==> config.mk <==
export PLATFORM = sky130hd
export DESIGN_NAME = pwm_period_duty_meter
export DESIGN_NICKNAME = d
export VERILOG_FILES = /design/src/hw/rtl/pwm_pdm_pkg.sv /design/src/hw/rtl/pwm_pdm_ctrl.sv /design/src/hw/rtl/pwm_pdm_dp.sv /design/src/hw/rtl/pwm_period_duty_meter.sv
export SDC_FILE = /design/constraint.sdc
export NUM_CORES = 1
export LEC_CHECK = 0
export BUFFER_PORTS_ARGS = -buffer_cell sky130_fd_sc_hd__buf_2
export CORE_MARGIN = 2
export CORE_UTILIZATION = 55
export CTS_CLUSTER_SIZE = 20
export DETAILED_ROUTE_END_ITERATION = 6
export PLACE_DENSITY_LB_ADDON = 0.2
export SLEW_MARGIN = 30
export SYNTH_ARGS = -nofsm -noshare
export SYNTH_HDL_FRONTEND = slang
export SYNTH_SLANG_ARGS = --single-unit
==> constraint.sdc <==
create_clock -name i_clk -period 14.9 [get_ports i_clk]
set_input_delay 2.235 -clock i_clk [delete_from_list [all_inputs] [get_ports i_clk]]
set_output_delay 2.235 -clock i_clk [all_outputs]
set_load 0.03 [all_outputs]
==> src/hw/rtl/pwm_pdm_pkg.sv <==
// Shared types and constants of the PWM period and duty meter.
`default_nettype none

package pwm_pdm_pkg;

    // Default width of the tick counter
    localparam int COUNT_WIDTH_DEF = 16;

    // Widths of the result fields
    localparam int MEAS_W = 16;
    localparam int DUTY_W = 7;
    localparam int SCALE_W = 24;

    // Shift-subtract divider: one quotient bit per step over the scale width
    localparam int DIV_STEPS = SCALE_W;
    localparam int STEP_W = $clog2(DIV_STEPS);
    localparam int SUM_W = MEAS_W + 1;

    // Reset values of the configuration registers
    localparam logic FIRST_RISING_RST = 1'b1;
    localparam logic [SCALE_W-1:0] SCALE_RST = 24'd62000;

    // Controller states
    typedef enum logic [2:0] {
        S_MEASURE = 3'b001,
        S_DIVIDE  = 3'b010,
        S_EMIT    = 3'b100
    } t_state;

    // Commands from controller to datapath
    typedef struct packed {
        logic sample;    // a level word is accepted this cycle
        logic div_step;  // advance both dividers by one bit
        logic out_load;  // load the result register
    } t_cmd;

    // Status from datapath to controller
    typedef struct packed {
        logic complete;  // the present level word closes a measurement
    } t_status;

endpackage

`default_nettype wire

==> src/hw/rtl/pwm_pdm_ctrl.sv <==
// Controller of the PWM meter: handshakes, divider sequencing, result register valid.
`default_nettype none

module pwm_pdm_ctrl (
    input  wire                   i_clk,
    input  wire                   i_rst_n,
    input  wire                   i_in_valid,
    output logic                  o_in_ready,
    output logic                  o_out_valid,
    input  wire                   i_out_ready,
    input  pwm_pdm_pkg::t_status  i_status,
    output pwm_pdm_pkg::t_cmd     o_cmd
);

    pwm_pdm_pkg::t_state r_state, n_state;
    logic [pwm_pdm_pkg::STEP_W-1:0] r_step, n_step;
    logic r_out_valid, n_out_valid;
    logic accept;
    logic load;
    logic last_step;

    assign o_in_ready  = (r_state == pwm_pdm_pkg::S_MEASURE);
    assign o_out_valid = r_out_valid;
    assign accept      = i_in_valid && o_in_ready;
    assign last_step   = (r_step == pwm_pdm_pkg::STEP_W'(pwm_pdm_pkg::DIV_STEPS - 1));
    assign load        = (r_state == pwm_pdm_pkg::S_EMIT) && (!r_out_valid || i_out_ready);

    // Drive datapath commands
    always_comb begin
        o_cmd.sample   = accept;
        o_cmd.div_step = (r_state == pwm_pdm_pkg::S_DIVIDE);
        o_cmd.out_load = load;
    end

    // Sequence measure, divide and emit
    always_comb begin
        n_state = r_state;
        n_step  = r_step;
        unique case (r_state)
            pwm_pdm_pkg::S_MEASURE: begin
                n_step = '0;
                if (accept && i_status.complete) begin
                    n_state = pwm_pdm_pkg::S_DIVIDE;
                end
            end
            pwm_pdm_pkg::S_DIVIDE: begin
                n_step = r_step + 1'b1;
                if (last_step) begin
                    n_state = pwm_pdm_pkg::S_EMIT;
                end
            end
            pwm_pdm_pkg::S_EMIT: begin
                if (load) begin
                    n_state = pwm_pdm_pkg::S_MEASURE;
                end
            end
            default: begin
                n_state = pwm_pdm_pkg::S_MEASURE;
            end
        endcase
    end

    // Hold the result word until taken
    always_comb begin
        if (load) begin
            n_out_valid = 1'b1;
        end else if (i_out_ready) begin
            n_out_valid = 1'b0;
        end else begin
            n_out_valid = r_out_valid;
        end
    end

    always_ff @(posedge i_clk) begin
        if (!i_rst_n) begin
            r_state     <= pwm_pdm_pkg::S_MEASURE;
            r_step      <= '0;
            r_out_valid <= 1'b0;
        end else begin
            r_state     <= n_state;
            r_step      <= n_step;
            r_out_valid <= n_out_valid;
        end
    end

    // A completing word starts the divider
    a_start_div: assert property (@(posedge i_clk) disable iff (!i_rst_n)
        accept && i_status.complete |=> r_state == pwm_pdm_pkg::S_DIVIDE)
        else $error("divider not started after completing word");

    // The last divider step leads to emit
    a_div_end: assert property (@(posedge i_clk) disable iff (!i_rst_n)
        (r_state == pwm_pdm_pkg::S_DIVIDE) && last_step |=> r_state == pwm_pdm_pkg::S_EMIT)
        else $error("divider did not finish after its last step");

    // A blocked result keeps the controller waiting
    a_emit_hold: assert property (@(posedge i_clk) disable iff (!i_rst_n)
        (r_state == pwm_pdm_pkg::S_EMIT) && r_out_valid && !i_out_ready
        |=> r_state == pwm_pdm_pkg::S_EMIT)
        else $error("result overwritten while still pending");

    // Loading a result shows it on the output
    a_load_valid: assert property (@(posedge i_clk) disable iff (!i_rst_n)
        load |=> r_out_valid)
        else $error("loaded result not marked valid");

endmodule

`default_nettype wire

==> src/hw/rtl/pwm_pdm_dp.sv <==
// Datapath of the PWM meter: tick counter, capture phases, dividers, result register.
`default_nettype none

module pwm_pdm_dp #(
    parameter int COUNT_WIDTH = pwm_pdm_pkg::COUNT_WIDTH_DEF
) (
    input  wire                                  i_clk,
    input  wire                                  i_rst_n,
    input  pwm_pdm_pkg::t_cmd                    i_cmd,
    output pwm_pdm_pkg::t_status                 o_status,
    input  wire                                  i_level,
    input  wire                                  i_first_rising,
    input  wire  [pwm_pdm_pkg::SCALE_W-1:0]      i_scale,
    output logic [pwm_pdm_pkg::MEAS_W-1:0]       o_high,
    output logic [pwm_pdm_pkg::MEAS_W-1:0]       o_low,
    output logic [pwm_pdm_pkg::MEAS_W-1:0]       o_freq,
    output logic [pwm_pdm_pkg::DUTY_W-1:0]       o_duty
);

    localparam int MW = pwm_pdm_pkg::MEAS_W;
    localparam int SW = pwm_pdm_pkg::SCALE_W;
    localparam int UW = pwm_pdm_pkg::SUM_W;
    localparam int EXT_W = (COUNT_WIDTH > MW) ? COUNT_WIDTH : MW;

    localparam logic [1:0] PH_FIRST  = 2'd0;
    localparam logic [1:0] PH_OTHER  = 2'd1;
    localparam logic [1:0] PH_SECOND = 2'd2;

    // Measurement state
    logic [COUNT_WIDTH-1:0] r_tick, n_tick;
    logic [1:0] r_phase, n_phase;
    logic r_prev;
    logic [MW-1:0] r_high, n_high;
    logic [MW-1:0] r_low, n_low;

    // Divider state
    logic [UW-1:0] r_sum;
    logic [SW-1:0] r_fq, r_dq;
    logic [UW-1:0] r_fr, r_dr;

    // Result register
    logic [MW-1:0] r_out_high, r_out_low, r_out_freq;
    logic [pwm_pdm_pkg::DUTY_W-1:0] r_out_duty;

    logic edge_seen, first_kind, other_kind, complete;
    logic [COUNT_WIDTH-1:0] tick_inc;
    logic [EXT_W-1:0] tick_ext;
    logic [MW-1:0] cap;
    logic [UW:0] f_trial, d_trial;
    logic f_ge, d_ge;

    // Classify the edge of this level word
    assign edge_seen  = (i_level != r_prev);
    assign first_kind = edge_seen && (i_level == i_first_rising);
    assign other_kind = edge_seen && (i_level != i_first_rising);
    assign complete   = (r_phase == PH_SECOND) && first_kind;
    assign o_status.complete = complete;

    // Advance the counter, saturating, and clip the capture to 16 bits
    assign tick_inc = (r_tick == '1) ? r_tick : r_tick + 1'b1;
    assign tick_ext = EXT_W'(tick_inc);
    assign cap = (tick_ext > EXT_W'(17'h0FFFF)) ? '1 : tick_ext[MW-1:0];

    // Step the capture phases
    always_comb begin
        n_tick  = tick_inc;
        n_phase = r_phase;
        n_high  = r_high;
        n_low   = r_low;
        unique case (r_phase)
            PH_OTHER: begin
                if (other_kind) begin
                    if (i_first_rising) begin
                        n_high = cap;
                    end else begin
                        n_low = cap;
                    end
                    n_tick  = '0;
                    n_phase = PH_SECOND;
                end
            end
            PH_SECOND: begin
                if (first_kind) begin
                    if (i_first_rising) begin
                        n_low = cap;
                    end else begin
                        n_high = cap;
                    end
                    n_phase = PH_FIRST;
                end
            end
            default: begin
                if (first_kind) begin
                    n_tick  = '0;
                    n_phase = PH_OTHER;
                end else begin
                    n_phase = PH_FIRST;
                end
            end
        endcase
    end

    always_ff @(posedge i_clk) begin
        if (!i_rst_n) begin
            r_tick  <= '0;
            r_phase <= PH_FIRST;
            r_prev  <= 1'b0;
            r_high  <= '0;
            r_low   <= '0;
        end else if (i_cmd.sample) begin
            r_tick  <= n_tick;
            r_phase <= n_phase;
            r_prev  <= i_level;
            r_high  <= n_high;
            r_low   <= n_low;
        end
    end

    // One restoring step for each quotient
    assign f_trial = {r_fr, r_fq[SW-1]};
    assign d_trial = {r_dr, r_dq[SW-1]};
    assign f_ge = (f_trial >= {1'b0, r_sum});
    assign d_ge = (d_trial >= {1'b0, r_sum});

    // Load operands on completion, then shift one bit a step
    always_ff @(posedge i_clk) begin
        if (i_cmd.sample && complete) begin
            r_sum <= UW'(n_high) + UW'(n_low);
            r_fq  <= i_scale;
            r_dq  <= SW'(n_high) * SW'(7'd100);
            r_fr  <= '0;
            r_dr  <= '0;
        end else if (i_cmd.div_step) begin
            r_fr <= f_ge ? UW'(f_trial - {1'b0, r_sum}) : f_trial[UW-1:0];
            r_dr <= d_ge ? UW'(d_trial - {1'b0, r_sum}) : d_trial[UW-1:0];
            r_fq <= {r_fq[SW-2:0], f_ge};
            r_dq <= {r_dq[SW-2:0], d_ge};
        end
    end

    // Latch the result word, saturating frequency and guarding a zero period
    always_ff @(posedge i_clk) begin
        if (i_cmd.out_load) begin
            r_out_high <= r_high;
            r_out_low  <= r_low;
            if (r_sum == '0) begin
                r_out_freq <= '1;
                r_out_duty <= '0;
            end else begin
                r_out_freq <= (r_fq > SW'(16'hFFFF)) ? '1 : r_fq[MW-1:0];
                r_out_duty <= r_dq[pwm_pdm_pkg::DUTY_W-1:0];
            end
        end
    end

    assign o_high = r_out_high;
    assign o_low  = r_out_low;
    assign o_freq = r_out_freq;
    assign o_duty = r_out_duty;

endmodule

`default_nettype wire

==> src/hw/rtl/pwm_period_duty_meter.sv <==
// Top level of the PWM period and duty meter: configuration registers and stream ports.
`default_nettype none

// Takes one sampled PWM level per word on the slave stream and times the high
// and low halves with a saturating tick counter and a three-phase edge
// sequencer (first edge, opposite edge, first edge again). A sample word is
// taken every cycle while measuring. The word that closes a measurement holds
// the input off through the 24 steps of the shift-subtract dividers that
// form frequency and duty one quotient bit per cycle, and through the load of
// the result register; the load, and with it the input, waits further while
// the previous result word has not been taken. The result word (high, low,
// frequency, duty) then waits in that register while sampling goes on. Only
// every other period is measured.
// Registers: 0x0 first_edge_rising, 0x4 frequency_scale.
module pwm_period_duty_meter #(
    parameter int COUNT_WIDTH = pwm_pdm_pkg::COUNT_WIDTH_DEF
) (
    input  wire         i_clk,
    input  wire         i_rst_n,
    // APB configuration port
    input  wire         psel,
    input  wire         penable,
    input  wire         pwrite,
    input  wire  [2:0]  paddr,
    input  wire  [31:0] pwdata,
    output logic [31:0] prdata,
    output logic        pready,
    // Sample stream
    input  wire         s_axis_tvalid,
    output logic        s_axis_tready,
    input  wire  [7:0]  s_axis_tdata,   // [0] level, [7:1] zero
    // Result stream
    output logic        m_axis_tvalid,
    input  wire         m_axis_tready,
    output logic [55:0] m_axis_tdata    // [15:0] high_ticks, [31:16] low_ticks,
                                        // [47:32] frequency, [54:48] duty_percent,
                                        // [55] zero
);

    localparam logic REG_FIRST = 1'b0;
    localparam logic REG_SCALE = 1'b1;

    logic r_first_rising;
    logic [pwm_pdm_pkg::SCALE_W-1:0] r_scale;
    logic wr_en;

    pwm_pdm_pkg::t_cmd    cmd;
    pwm_pdm_pkg::t_status status;

    logic [pwm_pdm_pkg::MEAS_W-1:0] res_high, res_low, res_freq;
    logic [pwm_pdm_pkg::DUTY_W-1:0] res_duty;

    // Write configuration on the access cycle
    assign pready = 1'b1;
    assign wr_en  = psel && penable && pwrite && pready;

    always_ff @(posedge i_clk) begin
        if (!i_rst_n) begin
            r_first_rising <= pwm_pdm_pkg::FIRST_RISING_RST;
            r_scale        <= pwm_pdm_pkg::SCALE_RST;
        end else if (wr_en) begin
            unique case (paddr[2])
                REG_FIRST: r_first_rising <= pwdata[0];
                REG_SCALE: r_scale        <= pwdata[pwm_pdm_pkg::SCALE_W-1:0];
                default:   r_scale        <= r_scale;
            endcase
        end
    end

    // Read back configuration
    always_comb begin
        unique case (paddr[2])
            REG_FIRST: prdata = {31'd0, r_first_rising};
            REG_SCALE: prdata = {8'd0, r_scale};
            default:   prdata = '0;
        endcase
    end

    pwm_pdm_ctrl u_ctrl (
        .i_clk       (i_clk),
        .i_rst_n     (i_rst_n),
        .i_in_valid  (s_axis_tvalid),
        .o_in_ready  (s_axis_tready),
        .o_out_valid (m_axis_tvalid),
        .i_out_ready (m_axis_tready),
        .i_status    (status),
        .o_cmd       (cmd)
    );

    pwm_pdm_dp #(
        .COUNT_WIDTH (COUNT_WIDTH)
    ) u_dp (
        .i_clk          (i_clk),
        .i_rst_n        (i_rst_n),
        .i_cmd          (cmd),
        .o_status       (status),
        .i_level        (s_axis_tdata[0]),
        .i_first_rising (r_first_rising),
        .i_scale        (r_scale),
        .o_high         (res_high),
        .o_low          (res_low),
        .o_freq         (res_freq),
        .o_duty         (res_duty)
    );

    // Pack the result word
    assign m_axis_tdata = {1'b0, res_duty, res_freq, res_low, res_high};

endmodule

`default_nettype wire
==> results of run 1 <==
==> report_power, final <==
| group | switching (mW) | internal, mW | leakage [nW] |
|---|---|---|---|
| Clock | 0.276 | 0.396 | 0.435 |
| Combinational | 0.125 | 0.0879 | 4.28 |
| Sequential | 0.0163 | 0.704 | 2.14 |
| Total | 0.417 | 1.19 | 6.86 |
==> worst max-delay path by stage <==
| stage | from | end | cells past startpoint |
|---|---|---|---|
| after global placement | s_axis_tdata[0] | u_dp.r_dq[22] | 20 |
| after CTS | s_axis_tdata[0] | u_dp.r_dq[20] | 18 |
| final | s_axis_tdata[0] | u_dp.r_dq[20] | 18 |
| after detailed placement | s_axis_tdata[0] | u_dp.r_dq[20] | 18 |
| after floorplan | s_axis_tdata[0] | u_dp.r_dq[20] | 18 |
| after global routing | s_axis_tdata[0] | u_dp.r_dq[20] | 20 |
==> metrics by stage <==
stage               hold slack, ns  cell area (um^2)  power [mW]
global placement             0.441             14800       0.938
floorplan                    0.418             14000       0.900
detailed placement           0.439             14800       0.944
CTS                          0.455             15700        1.61
finish                       0.462             15700        1.60
global route                 0.473             15700        1.67
==> cell families after synthesis <==
kind of cell | after synthesis
and+or+nand+nor | 559
other | 2
buffers and inverters | 137
AOI/OAI and AO/OA | 361
DFF | 239
adders and majority gates | 120
xor gates and xnor gates | 63
muxes | 34
==> state kept, by name (all words and copies together) (netlist names), 2 cells and up <==
name / cells
u_dp.r_sum: 17
u_dp.o_duty: 7
u_dp.r_low: 16
u_dp.r_tick: 16
u_dp.r_dq: 24
u_ctrl.r_state: 3
u_dp.r_fr: 17
u_dp.o_freq: 16
u_dp.o_high: 16
r_scale: 24
u_ctrl.r_step: 5
u_dp.r_dr: 17
u_dp.r_phase: 2
u_dp.r_high: 16
u_dp.r_fq: 24
u_dp.o_low: 16
==> worst max-delay path, delay by kind of cell <==
kind,cells,cell delay [ns]
AO/OA/AOI/OAI,10,2.44
adder cells (fa/ha/maj),4,1.51
AND/OR/NAND/NOR,3,1.01
buffers and inverters,1,0.14
==> cell usage after synthesis (5+ instances only) <==
master    count  area [um^2]
and2_1       29          181
edfxtp_1    117         3510
a31oi_1      14         87.6
a211oi_1     14          105
a22o_1       10         87.6
buf_4        12         90.1
o21ai_0      98          490
fa_1         14          280
or2_2        22          138
nand2b_1     15         93.8
and3_1        6         37.5
ha_1        106         1330
nor4_1       14         87.6
nor3_1       23          115
o21a_1       12         90.1
nand4_1      11         68.8
nor2b_1      14         87.6
nand2_1     225          845
nand3_1      36          180
o31ai_1      14          105
inv_1        60          225
xnor2_1      36          315
nor2_1      125          469
xor2_1       26          228
mux2_2        5         56.3
a21oi_1     106          531
a21o_1       30          225
dfxtp_1     122         2440
clkbuf_1     51          191
mux2i_1      29          290
buf_2         6         30.0
or3_1        13         81.3
nand3b_1      6         45.0
a22oi_1      14          105
==> final cells by class <==
class                   count  share of cell area [%]
clock inverters            15                    1.07
clock buffers              34                    4.61
flip-flops and latches    239                    38.0
repair buffers            128                    4.35
inverters                  63                    1.54
multi-input cells        1147                    47.8
well taps                 330                    2.64
==> per-layer routing <==
| layer | vias up | share of wire, % | wire [um] |
|---|---|---|---|
| met5 | - | 0 | 0 |
| li1 | 5565 | - | - |
| met4 | 0 | 3.5 | 1190 |
| met1 | 5374 | 44 | 14700 |
| met3 | 70 | 5.7 | 1900 |
| met2 | 344 | 47 | 15600 |
==> summary.md, run 1 <==
| Metric | Value |
|---|---|
| Area grow syn2layout | `12.3%` |
| H-tree Lvls | `1` |
| Met3 Use GR | `3.10%` |
| Status | `finished clean` |
| Post-synthesis compound-gate area fraction | `16.2%` |
| Remaining antenna violation count | `0` |
| Fillers | `~2100` |
| Ant diodes | `0` |
| Pin count of the biggest net entering global routing | `56` |
| Mux cell area share after synthesis | `2.48%` |
| Share of cells above drive strength 1 | `between 10% and 20%` |
| CTS tree | `yes` |
| # IOs | `roughly 140` |
| Pre-CTS setup slack | `just over 7 ns` |
| Fin crit period | `7.09 ns` |
| End of the worst hold path | `u_dp.o_high[9]` |
| Vias in the first global route | `between 10000 and 15000` |
| TritonCTS buffer count | `27` |
| Static leakage | `6.86 nW` |
| Critical Path Sink Type | `register` |
| Mapped Area | `approximately 14000 um^2` |
| Most frequent cells in the layout | `nand2_1 (224), nor2_1 (124), dfxtp_1 (122)` |
| Slowest CP cell | `or3b_2` |
| FF-to-FF path depth | `18` |
| Async set-reset flop share out of synthesis | `0%` |
| Die Area | `roughly 27000 um^2` |
| Max stage delay on crit path | `about 0.5 ns` |
| Worst min path class | `reg -> reg` |
| Number of synthesized flops with an enable pin | `117` |
| Total GRT Usage | `between 20% and 30%` |
| XOR/XNOR share of the synthesized area | `around 4%` |
| Syn_area_per_cell | `approximately 9.2 um^2` |
| Synthesis Warnings | `0` |
| Synth Register Bits | `239` |
| Core ar. | `~25000 um^2` |
| Top Usage Layer GRT | `met2` |
| Tcrit/Tclk final | `a little under half` |
| Vias | `between 10000 and 15000` |
| CTS max path bufs | `3` |
| Synth Area in Adders | `a little under an eighth` |
| DR iter-0 viols | `903` |
| Crit path launch type | `input pin` |
| Post-layout net count | `around 1800` |
| Fin util | `between 60% and 70%` |
| Gate Count Post-Synth | `1515` |
| Slew margin rel. | `between 40% and 50%` |
| Finished Layout Cells | `between 1500 and 2000` |
| Simple-gate share of the synthesized area | `18.9%` |
| Final Hold Fails | `0` |
| Seq. cell area | `5960 um^2` |
| GPL Wtd Cong | `roughly 0.89` |
| Commonest non-fill, non-tap cell in the layout | `nand2_1` |
| Unique cell type count in the Yosys netlist | `82` |
| Critical Path RT | `around 15 ns` |
| Hold buffers post-CTS | `0` |
| RR Startpoint | `u_dp.r_phase[0]` |
| Crit path top cell by count | `ha_1` |
| Largest family of logic cells by synthesized area | `simple AND/OR/NAND/NOR gates` |
| Routed WL | `about 33 mm` |
| Via density | `slightly below 6` |
| Initial antenna violation count | `0` |
| Post-DP HPWL | `23.8 mm` |
| Area of the multi-input gates | `~7500 um^2` |
| Post-CTS sizing | `0` |
| Die H | `between 150 and 200 um` |
| Worst Path Arrival | `roughly 7.3 ns` |
| Max-slew violations | `0` |
| Drt first pass iters | `5` |
| Peak VDD IR | `around 0.087 mV` |
| Worst-path clk slew | `roughly 0.060 ns` |
| Total grt overflow | `0` |
| Hold_sp | `u_dp.r_high[9]` |
| Remaining DRCs | `0` |
| CTS root buffer | `clkbuf_16` |
| M2 GR Usage | `roughly two fifths` |
| WS Path Type | `in -> reg` |
| Row count | `slightly below 60` |
| Worst Tran Pin Value | `between 0.8 and 0.9 ns` |
| RSZ-0062 raised after global routing | `false` |
| I/O Buffers | `around 110` |
| Worst-path cell chain | `buf_2 -> or3b_2 -> a21o_1 -> nand2b_1 -> nand2_1 -> o21ai_1 -> ha_1 -> ha_1 -> ha_1 -> fa_1 -> a211oi_1 -> o21bai_1 -> a31oi_1 -> o21ai_0 -> o41a_1 -> a21o_1 -> a211oi_1 -> o31ai_1` |
| Max Clock Freq | `approximately 140 MHz` |
| Die W | `around 160 um` |
| Pwr per Cell Area | `approximately 100 nW/um^2` |
| RR Endpoint | `u_dp.r_dq[20]` |
| Placed cells | `roughly 1900` |
| Clk_skew | `a little under 0.02 ns` |
| Final WS setup | `~7.8 ns` |
| TNS Setup | `0 ns` |
| Grt met1 use | `33.9%` |
| Sequential area share after synthesis | `42.7%` |
| DR WL/cell | `about 17 um` |
| Maxcap violations | `0` |
| Setup violators final | `0` |
| Post-CTS Setup Inserts | `0` |
| Top_reg_cell synth | `dfxtp_1` |
| Largest fanout on the critical path | `11` |
| Num Clock Sinks | `roughly 240` |
| First-pass GRT wire length | `roughly 53 mm` |
| Hold Path Depth | `0` |
| Initial Util | `between 50 and 60%` |
| Clk_lat worst skew | `0.54 ns` |
| Reg2Reg Setup Slack | `around 8.8 ns` |
Note: power is estimated with default switching activity, not from simulation.
==> inputs of run 2 (changes only) <==
--- a/config.mk
+++ b/config.mk
@@ -7,7 +7,7 @@
 export LEC_CHECK = 0
 export BUFFER_PORTS_ARGS = -buffer_cell sky130_fd_sc_hd__buf_2
 export CORE_MARGIN = 2
-export CORE_UTILIZATION = 55
+export CORE_UTILIZATION = 54
 export CTS_CLUSTER_SIZE = 20
 export DETAILED_ROUTE_END_ITERATION = 6
 export PLACE_DENSITY_LB_ADDON = 0.2
==> constraint.sdc (replaced) <==
create_clock -name i_clk -period 6.5 [get_ports i_clk]
set_input_delay 0.975 -clock i_clk [delete_from_list [all_inputs] [get_ports i_clk]]
set_output_delay 0.975 -clock i_clk [all_outputs]
set_load 0.03 [all_outputs]
==> summary.md, run 2 (synthesis results as in run 1) <==
| Metric | Value |
|---|---|
| Remaining DRCs | `0` |
| Clk_skew | `around 0.014 ns` |
| Row count | `58` |
| Commonest non-fill, non-tap cell in the layout | `nand2_1` |
| Num Clock Sinks | `239` |
| CTS tree | `yes` |
| Post-DP HPWL | `24.3 mm` |
| Critical path endpoint | `u_dp.r_dq[20]` |
| Post-CTS sizing | `0` |
| DR iter-0 viols | `~900` |
| Regs by FF count | `r_scale (24), u_dp.r_dq (24), u_dp.r_fq (24)` |
| CTS max path bufs | `3` |
| Final instance area | `approximately 16000 um^2` |
| DR WL/cell | `~18 um` |
| Ant diodes | `0` |
| Crit path launch type | `register` |
| Hold_sp | `u_dp.r_low[10]` |
| Static leakage | `roughly 6.9 nW` |
| Worst Path Arrival | `6.23 ns` |
| Worst-path cell chain | `nand4_1 -> o41ai_1 -> mux2i_1 -> nor3_1 -> a21oi_1 -> o221ai_1 -> ha_1 -> ha_1 -> inv_1 -> fa_1 -> inv_1 -> ha_1 -> a211oi_1 -> o21bai_1 -> a31oi_1 -> o21ai_0 -> o41a_1 -> a21o_1 -> a211oi_1 -> o31ai_1` |
| Tcrit/Tclk final | `91.8%` |
| WS Path Type | `reg -> reg` |
| GPL Wtd Cong | `0.857` |
| Max Clock Freq | `approximately 170 MHz` |
| Post-DP Area | `14800 um^2` |
| Initial antenna violation count | `0` |
| H-tree Lvls | `1` |
| Final Hold Fails | `0` |
| Routed WL | `approximately 34 mm` |
| Slew margin rel. | `a little over two fifths` |
| Fillers | `around 2200` |
| Post-CTS Setup Inserts | `0` |
| Largest fanout on the critical path | `6` |
| FF-to-FF path depth | `20` |
| RR Endpoint | `u_dp.r_dq[20]` |
| TritonCTS buffer count | `27` |
| First-pass GRT wire length | `between 50 and 60 mm` |
| Most frequent cells in the layout | `nand2_1 (224), nor2_1 (124), dfxtp_1 (122)` |
| Slowest CP cell | `o221ai_1` |
| Max stage delay on crit path | `approximately 0.55 ns` |
| Remaining antenna violation count | `0` |
| Worst Tran Pin Value | `approximately 0.84 ns` |
| Initial Util | `55.2%` |
| Max-slew violations | `0` |
| Total GRT Usage | `between 20% and 30%` |
| Post-layout net count | `approximately 1800` |
| Final hold slack | `between 0.4 and 0.5 ns` |
| Pwr per Cell Area | `between 200 and 250 nW/um^2` |
| TNS Setup | `0 ns` |
| Total grt overflow | `0` |
| Critical Path Sink Type | `register` |
| Crit path from | `u_dp.r_tick[10]` |
| Maxcap violations | `0` |
| Status | `finished clean` |
| CTS root buffer | `clkbuf_16` |
| RR Startpoint | `u_dp.r_tick[10]` |
| Worst min path class | `reg -> reg` |
| Critical Path RT | `slightly below 7 ns` |
| Drt first pass iters | `5` |
| RSZ-0062 raised after global routing | `false` |
| Clk_lat worst skew | `0.55 ns` |
| Reg2Reg Setup Slack | `~0.53 ns` |
| Hold buffers post-CTS | `0` |
| Worst-path clk slew | `roughly 0.06 ns` |
| Die Area | `approximately 27000 um^2` |
| Crit path top cell by count | `ha_1` |
| Die H | `between 150 and 200 um` |
| Peak VDD IR | `roughly 0.25 mV` |
| Via density | `just under 6` |
| Vias | `11400` |
| Finished Layout Cells | `~2000` |
| Share of cells above drive strength 1 | `between 10% and 20%` |
| # IOs | `between 100 and 150` |
| Fin crit period | `5.97 ns` |
| Core ar. | `about 25000 um^2` |
| Pin count of the biggest net entering global routing | `between 60 and 70` |
| I/O Buffers | `~110` |
| Setup violators final | `0` |
| Placed cells | `roughly 1900` |
| Vias in the first global route | `around 11000` |
| Die W | `~160 um` |
| Area grow syn2layout | `12.8%` |
| Pwr Total | `~3.7 mW` |
[run 2: report_power, final]
group | leakage, nW | switching (mW) | internal (mW)
clock | 0.433 | 0.637 | 0.888
combinational | 4.32 | 0.288 | 0.204
sequential | 2.14 | 0.0387 | 1.61
[run 2: layer usage]
layer	vias up	routed length, um	track usage (%)
met1	5388	15300	34.2
met2	343	16200	41.4
met5	-	0	0
met4	0	1190	8.77
li1	5571	-	-
met3	62	1750	3.26
[run 2: how the worst min path moves through the flow]
stage | to | cells past startpoint
2_1_floorplan | u_dp.r_dq[23] | 2
3_3_place_gp | u_dp.o_low[9] | 0
3_5_place_dp | u_dp.o_low[10] | 0
4_1_cts | u_dp.o_high[9] | 0
5_1_grt | u_dp.o_high[9] | 0
6_report | u_dp.o_low[10] | 0
[run 2: cell type report]
class	instances	area, um^2	share of cell area, %
clock inverters	10	104	0.660
inverters	63	236	1.50
flip-flops and latches	239	5960	37.9
clock buffers	40	790	5.02
well taps	330	413	2.62
repair buffers	137	746	4.74
multi-input cells	1147	7490	47.6
[run 2: metrics by stage]
step / worst slack, ns / util [%]
after floorplan: 1.05 / -
after CTS: 0.578 / 62.3
final: 0.534 / 62.3
after global placement: 0.384 / 58.7
after detailed placement: 0.353 / 58.8
after global routing: 0.175 / 62.3
[run 2: critical path, delay by kind of cell (launching register included)]
family / cells / cell delay, ns
compound gates: 11 / 2.81
flops: 1 / 0.46
simple gates: 2 / 0.54
buf+inv: 2 / 0.09
fa+ha+maj: 4 / 1.50
mux: 1 / 0.27
==> inputs of run 3 (changes only) <==
--- a/config.mk
+++ b/config.mk
@@ -6,6 +6,7 @@
 export NUM_CORES = 1
 export LEC_CHECK = 0
 export BUFFER_PORTS_ARGS = -buffer_cell sky130_fd_sc_hd__buf_2
+export CORE_ASPECT_RATIO = 1.1
 export CORE_MARGIN = 2
 export CORE_UTILIZATION = 54
 export CTS_CLUSTER_SIZE = 20
==> constraint.sdc (replaced) <==
create_clock -name i_clk -period 6.5 [get_ports i_clk]
set_input_delay 0.325 -clock i_clk [delete_from_list [all_inputs] [get_ports i_clk]]
set_output_delay 0.325 -clock i_clk [all_outputs]
set_load 0.03 [all_outputs]
==> summary.md, run 3 (synthesis results as in run 1) <==
| Metric | Value |
|---|---|
| Total GRT Usage | `24.2%` |
| Crit path launch type | `register` |
| Drt first pass iters | `5` |
| Grt met1 use | `a little under a third` |
| Die H | `~170 um` |
| Remaining antenna violation count | `0` |
| Pre-CTS setup slack | `around 0.57 ns` |
| Share of cells above drive strength 1 | `approximately 14%` |
| Num Clock Sinks | `239` |
| Final Hold Fails | `0` |
| Met3 Use GR | `roughly 2.9%` |
| Finished Layout Cells | `just under 2000` |
| DR WL/cell | `around 17 um` |
| Worst-path cell chain | `nand4_4 -> or4_4 -> o21ai_0 -> a22oi_1 -> o221ai_1 -> ha_1 -> ha_1 -> inv_1 -> fa_1 -> inv_1 -> ha_1 -> a211oi_1 -> o21bai_1 -> a31oi_1 -> o21ai_0 -> o41a_1 -> a21o_1 -> a211oi_1 -> o31ai_1` |
| Slew margin rel. | `between 30% and 40%` |
| Crit path top cell by count | `ha_1` |
| Critical Path Sink Type | `register` |
| RSZ-0062 raised after global routing | `false` |
| I/O Buffers | `between 100 and 150` |
| CTS root buffer | `clkbuf_16` |
| Fin crit period | `about 5.8 ns` |
| Row count | `61` |
| Die Area | `about 27000 um^2` |
| First-pass GRT wire length | `roughly 53 mm` |
| Final hold slack | `approximately 0.0068 ns` |
| M2 GR Usage | `around two fifths` |
| Regs by FF count | `r_scale (24), u_dp.r_dq (24), u_dp.r_fq (24)` |
| Total grt overflow | `0` |
| Initial Util | `about 55%` |
| Max-slew violations | `0` |
| Peak VDD IR | `between 0.15 and 0.2 mV` |
| Worst-path clk slew | `0.06 ns` |
| Critical Path RT | `6.76 ns` |
| CTS tree | `yes` |
| Initial antenna violation count | `1` |
| Clk_skew | `0.0179 ns` |
| Worst Tran Pin Value | `approximately 0.9 ns` |
| Commonest non-fill, non-tap cell in the layout | `nand2_1` |
| H-tree Lvls | `1` |
| DR iter-0 viols | `727` |
| TNS Setup | `0 ns` |
| Crit path buffers/inverters | `2` |
| Most frequent cells in the layout | `nand2_1 (225), nor2_1 (124), dfxtp_1 (122)` |
| Post-CTS Setup Inserts | `0` |
| Slowest CP cell | `or4_4` |
| Core ar. | `about 25000 um^2` |
| CTS max path bufs | `3` |
| Post-DP HPWL | `around 24 mm` |
| Maxcap violations | `0` |
| Largest fanout on the critical path | `9` |
| Placed cells | `a little under 2000` |
| Pin count of the biggest net entering global routing | `56` |
| TritonCTS buffer count | `25` |
| Setup violators final | `0` |
| # IOs | `141` |
| Remaining DRCs | `0` |
| Worst min path class | `in -> reg` |
| Worst Path Arrival | `6.07 ns` |
| Top Usage Layer GRT | `met2` |
| Final WS setup | `just under 0.7 ns` |
| Vias in the first global route | `around 11000` |
| WS Path Type | `reg -> reg` |
| Max Clock Freq | `~170 MHz` |
| Max stage delay on crit path | `~0.63 ns` |
| Tcrit/Tclk final | `about 89%` |
| Status | `finished clean` |
| Area grow syn2layout | `12.9%` |
| Die W | `around 160 um` |
| GPL Wtd Cong | `about 0.89` |
| CP top delay family | `compound AO/OA/AOI/OAI gates` |
| Clk_lat worst skew | `roughly 0.54 ns` |
| Vias | `11200` |
| Routed WL | `33.1 mm` |
| Post-layout net count | `between 1500 and 2000` |
| Pwr per Cell Area | `230 nW/um^2` |
| Static leakage | `6.89 nW` |
| Via density | `5.67` |
==> run 3: cell types whose count changed in the layout (fill, tap and decap cells not counted), sizes merged <==
| cell | delta |
|---|---|
| clkbuf | -11 |
| inv | -1 |
| bufinv | +2 |
| dlygate4sd3 | +4 |
| diode | +1 |
| clkinv | +6 |
| buf | -1 |
==> run 3: path summary, 6_finish.rpt <==
path                                      from             end  slack [ns]  cells past startpoint
worst min-delay path                pwdata[15]     r_scale[15]       0.007                      3
worst max register to register  u_dp.r_tick[4]   u_dp.r_dq[20]        0.69                     19
worst max-delay path            u_dp.r_tick[4]   u_dp.r_dq[20]        0.69                     19
worst min register to register  u_dp.r_high[5]  u_dp.o_high[5]        0.46                      0
==> run 3: power breakdown <==
part           switching [mW]  internal (mW)
Clock                   0.621          0.856
Combinational           0.287          0.205
Sequential             0.0370           1.61
==> run 3: layer usage <==
metal / wire (um) / up-vias
met3: 1930 / 75
met2: 16000 / 326
met5: 0 / -
met4: 1100 / 0
li1: - / 5580
met1: 14100 / 5266
==> run 3: final cells by class <==
class / count / area [um^2]
antenna: 1 / 2.50
clock buffer: 29 / 661
clock inverter: 17 / 190
fill: 2165 / 9590
inverter: 63 / 239
multi-input combinational: 1147 / 7480
sequential: 239 / 5960
tap: 346 / 433
timing repair buffer: 140 / 782
==> run 3: worst reg2reg max path, cell delays in order, from the launching register on <==
cell and delay, ns:
dfxtp_1 0.49, nand4_4 0.23, or4_4 0.63, o21ai_0 0.40
a22oi_1 0.12, o221ai_1 0.42, ha_1 0.32, ha_1 0.27
inv_1 0.05, fa_1 0.49, inv_1 0.04, ha_1 0.35
a211oi_1 0.26, o21bai_1 0.14, a31oi_1 0.22, o21ai_0 0.17
o41a_1 0.40, a21o_1 0.20, a211oi_1 0.24, o31ai_1 0.09
==> run 3: timing repair <==
action                                 in CTS  in global routing
setup endpoints to repair                   0                  0
resized for setup                           0                  0
hold buffers                                4                  0
endpoints found under the hold margin       4                  0
==> run 3: metrics by stage <==
step / instance area (um^2) / utilization, % / total power, mW
2_1_floorplan: 14000 / - / 2.06
3_3_place_gp: 14800 / 58.5 / 2.15
3_5_place_dp: 14900 / 58.6 / 2.17
4_1_cts: 15700 / 62.1 / 3.64
5_1_grt: 15700 / 62.1 / 3.77
6_report: 15700 / 62.1 / 3.62
